`src/rtl/ffla_fma.sv`:
```
// ----------------------------------------------------------------------------
// ffla_fma
// Pipelined single precision fused multiply-add, r = a*b + c, one rounding
// to nearest even, five register stages, one request per cycle.
// ----------------------------------------------------------------------------
`default_nettype none

module ffla_fma (
  input  logic        clk,
  input  logic        rst,
  input  logic        in_valid,
  input  logic [31:0] a,
  input  logic [31:0] b,
  input  logic [31:0] c,
  output logic        out_valid,
  output logic [31:0] r
);

  // stage 1: unpack and multiply
  logic [7:0]  ea, eb, ec;
  logic [23:0] ma, mb, mc;

  always_comb begin
    ea = (a[30:23] == 8'd0) ? 8'd1 : a[30:23];
    eb = (b[30:23] == 8'd0) ? 8'd1 : b[30:23];
    ec = (c[30:23] == 8'd0) ? 8'd1 : c[30:23];
    ma = {|a[30:23], a[22:0]};
    mb = {|b[30:23], b[22:0]};
    mc = {|c[30:23], c[22:0]};
  end

  logic        s1_v;
  logic [47:0] s1_prod;
  logic        s1_sp, s1_sc;
  logic [8:0]  s1_esum;
  logic [7:0]  s1_ec;
  logic [23:0] s1_mc;

  always_ff @(posedge clk) begin
    if (rst) begin
      s1_v <= 1'b0;
    end else begin
      s1_v <= in_valid;
    end
    s1_prod <= ma * mb;
    s1_sp   <= a[31] ^ b[31];
    s1_sc   <= c[31];
    s1_esum <= {1'b0, ea} + {1'b0, eb};
    s1_ec   <= ec;
    s1_mc   <= mc;
  end

  // stage 2: align addend against product, far bits fold into a sticky bit
  logic signed [10:0] pos, kfull, wexp2;
  logic               pz, clamp;
  logic [4:0]         kc;
  logic [48:0]        ext;
  logic [74:0]        pw2, cw2;

  always_comb begin
    pos   = $signed({3'b0, s1_ec}) - $signed({2'b0, s1_esum}) + 11'sd151;
    kfull = 11'sd1 - pos;
    kc    = (kfull > 11'sd25) ? 5'd25 : kfull[4:0];
    ext   = {s1_mc, 25'b0} >> kc;
    pz    = (s1_prod == 48'd0);
    clamp = pz || ((pos > 11'sd51) && (s1_mc != 24'd0));
    if (clamp) begin
      // addend far above the product, or product zero: product is only sticky
      cw2   = {s1_mc, 51'b0};
      pw2   = {74'b0, !pz};
      wexp2 = $signed({3'b0, s1_ec}) - 11'sd201;
    end else begin
      pw2   = {26'b0, s1_prod, 1'b0};
      wexp2 = $signed({2'b0, s1_esum}) - 11'sd301;
      if (pos >= 11'sd1) begin
        cw2 = 75'(s1_mc) << pos[5:0];
      end else begin
        cw2 = {50'b0, ext[48:25], |ext[24:0]};
      end
    end
  end

  logic               s2_v;
  logic [74:0]        s2_pw, s2_cw;
  logic               s2_sp, s2_sc;
  logic signed [10:0] s2_wexp;

  always_ff @(posedge clk) begin
    if (rst) begin
      s2_v <= 1'b0;
    end else begin
      s2_v <= s1_v;
    end
    s2_pw   <= pw2;
    s2_cw   <= cw2;
    s2_sp   <= s1_sp;
    s2_sc   <= s1_sc;
    s2_wexp <= wexp2;
  end

  // stage 3: signed sum
  logic signed [76:0] pt, ct;

  always_comb begin
    pt = s2_sp ? -$signed({2'b0, s2_pw}) : $signed({2'b0, s2_pw});
    ct = s2_sc ? -$signed({2'b0, s2_cw}) : $signed({2'b0, s2_cw});
  end

  logic               s3_v;
  logic signed [76:0] s3_sum;
  logic               s3_zs;
  logic signed [10:0] s3_wexp;

  always_ff @(posedge clk) begin
    if (rst) begin
      s3_v <= 1'b0;
    end else begin
      s3_v <= s2_v;
    end
    s3_sum  <= pt + ct;
    s3_zs   <= s2_sp & s2_sc;
    s3_wexp <= s2_wexp;
  end

  // stage 4: magnitude and leading one
  logic [75:0] mag;
  logic [6:0]  lead;

  always_comb begin
    mag  = s3_sum[76] ? 76'(-s3_sum) : s3_sum[75:0];
    lead = 7'd0;
    for (int i = 0; i < 76; i++) begin
      if (mag[i]) begin
        lead = 7'(i);
      end
    end
  end

  logic               s4_v;
  logic [75:0]        s4_mag;
  logic [6:0]         s4_lead;
  logic               s4_neg, s4_zero, s4_zs;
  logic signed [10:0] s4_wexp;

  always_ff @(posedge clk) begin
    if (rst) begin
      s4_v <= 1'b0;
    end else begin
      s4_v <= s3_v;
    end
    s4_mag  <= mag;
    s4_lead <= lead;
    s4_neg  <= s3_sum[76];
    s4_zero <= (mag == 76'd0);
    s4_zs   <= s3_zs;
    s4_wexp <= s3_wexp;
  end

  // stage 5: normalize, round to nearest even, pack
  logic [75:0]        norm;
  logic               rnd;
  logic signed [11:0] expo;
  logic [30:0]        packed_mag;

  always_comb begin
    norm = s4_mag << (7'd75 - s4_lead);
    rnd  = norm[51] & ((|norm[50:0]) | norm[52]);
    expo = 12'(s4_wexp) + $signed({5'b0, s4_lead}) + 12'sd127;
    packed_mag = {expo[7:0], norm[74:52]} + 31'(rnd);
  end

  always_ff @(posedge clk) begin
    if (rst) begin
      out_valid <= 1'b0;
    end else begin
      out_valid <= s4_v;
    end
    r <= s4_zero ? {s4_zs, 31'b0} : {s4_neg, packed_mag};
  end

endmodule

`default_nettype wire

```
`config.mk`:
```
export PLATFORM = sky130hd
export DESIGN_NAME = ffla_fma
export DESIGN_NICKNAME = d
export VERILOG_FILES = /design/src/rtl/ffla_fma.sv
export SDC_FILE = /design/constraint.sdc
export NUM_CORES = 2
export LEC_CHECK = 0
export BUFFER_PORTS_ARGS = -buffer_cell sky130_fd_sc_hd__clkbuf_2
export CAP_MARGIN = 25
export CORE_ASPECT_RATIO = 0.5
export CORE_UTILIZATION = 40
export CTS_BUF_LIST = sky130_fd_sc_hd__clkbuf_8
export DETAILED_ROUTE_END_ITERATION = 10
export GPL_ROUTABILITY_DRIVEN = 0
export PLACE_DENSITY = 0.65
export SYNTH_ARGS = -nofsm -noshare
export SYNTH_HDL_FRONTEND = slang
export SYNTH_SLANG_ARGS = --single-unit
```
`constraint.sdc`:
```
create_clock -name clk -period 8.8 [get_ports clk]
set_input_delay 1.32 -clock clk [delete_from_list [all_inputs] [get_ports clk]]
set_output_delay 1.32 -clock clk [all_outputs]
set_load 0.02 [all_outputs]
```
==> summary.md <==
| Metric | Value |
|---|---|
| Syn Area/Cell | `about 8.5 sq um` |
| Die H | `between 200 and 250 microns` |
| P&R area growth vs syn | `8.248%` |
| Antenna viol nets, final | `0` |
| Final Util | `a little over two fifths` |
| Post-CTS Hold Buffers | `0` |
| Initial antenna violation count | `7` |
| Failing checks | `DRC` |
| Slew margin rel. | `~30%` |
| DPL Wire Length | `between 100000 and 150000 microns` |
| Grt total ovfl | `0` |
| Critical path arrival | `between 8 and 9 ns` |
| CTS Buf Count | `73` |
| Core Area | `between 100000 and 150000 sq um` |
| Clk_lat worst skew | `between 0.7 and 0.8 ns` |
| Req. time, crit path | `approximately 9.4 ns` |
| Final Max Slew Viols | `0` |
| Share of layout cells above drive strength 1 | `between 8 and 9%` |
| Vias in the first global route | `about 38000` |
| Synth async-reset ratio | `0%` |
| Clk root buf | `clkbuf_8` |
| Worst min-delay path class | `flop to flop` |
| Post-synth EDFFs | `0` |
| Worst-Margin Slew | `1.059 ns` |
| Hold Crit Endpoint | `s2_sp` |
| 1st-pass router iterations | `11` |
| Tmin final | `7.992 ns` |
| R2R cell count | `28` |
| Status | `complete, but fails checks` |
| Global-route wire length before repair | `approximately 210000 microns` |
| Largest net degree at the start of global routing | `81` |
| R2R Path Start | `s2_pw[6]` |
| H-Tree Depth | `3` |
| GRT Total Usage | `between 20% and 30%` |
| Initial Util | `40.48%` |
| Post-cts resize count | `0` |
| Synthesized area | `approximately 48000 sq um` |
| WHS Path Cells | `0` |
| Die area | `121300 sq um` |
| Synth cell types | `83` |
| Clock sink count | `441` |
| Dominant register cell in the synthesized netlist | `dfxtp_1` |
| Setup bufs post-CTS | `0` |
| Setup TNS | `0 ns` |
| TritonCTS clock tree | `built` |
| Clk buf depth | `3` |
| Fmax achieved | `125.1 MHz` |
| DR DRC count | `12` |
| Initial DRC Count | `3362` |
| Per-cell routed wire length | `around 18 microns` |
| Clock transition at the registers of the reported paths | `0.06 ns` |
| Number of synthesized register bits | `441` |
| MaxCap Viol Count | `0` |
| Min-Delay Startpoint | `s1_sp` |
| Final #Nets | `around 6500` |
| Clock Skews | `between 0.03 and 0.04 ns` |
| Place WS | `around 0.11 ns` |
| Final critical-path share of the clock period | `90.82%` |
| Num rows | `89` |
| WP buf/inv | `5` |
| Post-route worst setup slack | `between 0.8 and 0.9 ns` |
| Hold Fails Final Rpt | `0` |
| Reg2Reg Setup Slack | `a little over 0.9 ns` |
| Crit Path Class | `input pin to flop` |
| Seq/Total Area, Yosys | `18.42%` |
| Routed wire length | `130500 microns` |
| IO Port Bufs | `about 130` |
| Cells after Synth | `about 5600` |
| CP Capture Type | `flop` |
| Synthesized Nets | `between 6000 and 7000` |
| RSZ-0062 raised after global routing | `false` |
| Die Wd | `~490 microns` |
| Crit path largest cell delay | `about 0.55 ns` |
| Crit Reg-Reg Endpoint | `s3_sum[76]` |
| Warning count from the yosys run | `0` |
| Via density | `5.443` |
| Via count | `about 39000` |
| Dominant cell type by count on the critical path | `fa_1` |
| Endpoints failing setup | `0` |
| Worst-path fanout max | `25` |
| Worst path slowest cell | `fa_1` |
| Ports | `around 130` |
| Startpoint Class | `input pin` |
| Cell family with most CP delay | `adder cells` |
[sequential cells by signal (all words and copies together) (netlist names), 9 cells and up]
| name | cells |
|---|---|
| s3_sum | 77 |
| s2_cw | 75 |
| s4_mag | 75 |
| s2_pw | 49 |
| s1_prod | 48 |
| r | 32 |
| s1_mc | 24 |
| s1_esum | 9 |
[cells in the mapped netlist (70+ instances only)]
cell,n,area (sq um)
a21oi_1,240,1201
o21ai_0,204,1021
nand3_1,70,350.3
a21o_1,75,563.0
mux2i_1,83,830.8
mux4_2,94,2117
ha_1,293,3666
nor2_1,366,1374
inv_1,600,2252
nand2_1,741,2781
xnor2_1,307,2689
fa_1,486,9729
xor2_1,72,630.6
clkbuf_1,252,945.9
dfxtp_1,441,8828
and2_1,312,1952
o31ai_1,82,615.6
[metrics by stage]
stage | hold slack, ns | instance area, sq um | std cells
after floorplan | 0.3096 | 47920 | 5614
after global routing | 0.3313 | 51870 | 7254
final | 0.3256 | 51870 | 7255
after global placement | 0.3115 | 50230 | 7129
after CTS | 0.3278 | 51830 | 7251
after detailed placement | 0.3135 | 50230 | 7129
[logic make-up (layout without fill, tap and decap cells)]
family	after synthesis	in the layout	synth area share [%]
xor gates and xnor gates	379	379	6.927
buffers and inverters	912	959	7.225
DFF	441	441	18.42
AOI/OAI and AO/OA	1044	1044	14.42
other	0	2	0
and+or+nand+nor	1863	1863	18.45
muxes	196	196	6.598
adders and majority gates	779	779	27.95
[routing by layer]
metal	up-vias	track usage, %	wire, microns
li1	18860	-	-
met1	18950	30.56	60830
met2	1397	32.88	55370
met3	279	3.658	9886
met4	6	7.450	4406
met5	-	0	25
[layout by cell type, fill, tap and decap left out, drive strengths merged, types with 29 or more instances in the layout]
cell	n
dfxtp	441
mux4	94
or4	32
mux2i	83
a21oi	242
o21ai	239
o41a	31
xnor2	307
clkbuf	215
nor3	67
buf	99
o21a	33
nor4	50
o21bai	29
ha	293
nand2	741
nor2	366
nor2b	32
a31oi	51
xor2	72
nand2b	59
or3	39
o41ai	32
nand3	70
a21o	75
a211oi	40
fa	486
inv	619
and2	312
o31ai	82
o211ai	31
[area by class of cell]
class	instances	area, sq um
inverters	607	2278
clock buffers	84	1156
repair buffers	230	1431
diodes	2	5.005
flip-flops and latches	441	8841
fillers	11720	66500
multi-input cells	4261	35720
clock inverters	38	445.4
well taps	1592	1992
[worst max path at each step]
stage	startpoint	end	slack (ns)	cells past startpoint
detailed placement	b[28]	s1_prod[44]	0.11	27
global route	b[28]	s1_prod[44]	0.27	27
finish	b[28]	s1_prod[44]	0.81	27
global placement	b[28]	s1_prod[44]	0.15	27
CTS	b[28]	s1_prod[44]	0.84	27
floorplan	b[24]	s1_prod[47]	0.39	24
Power is not shown: default switching activity piles up to over one toggle a cycle in this logic, so the estimate is an artifact.
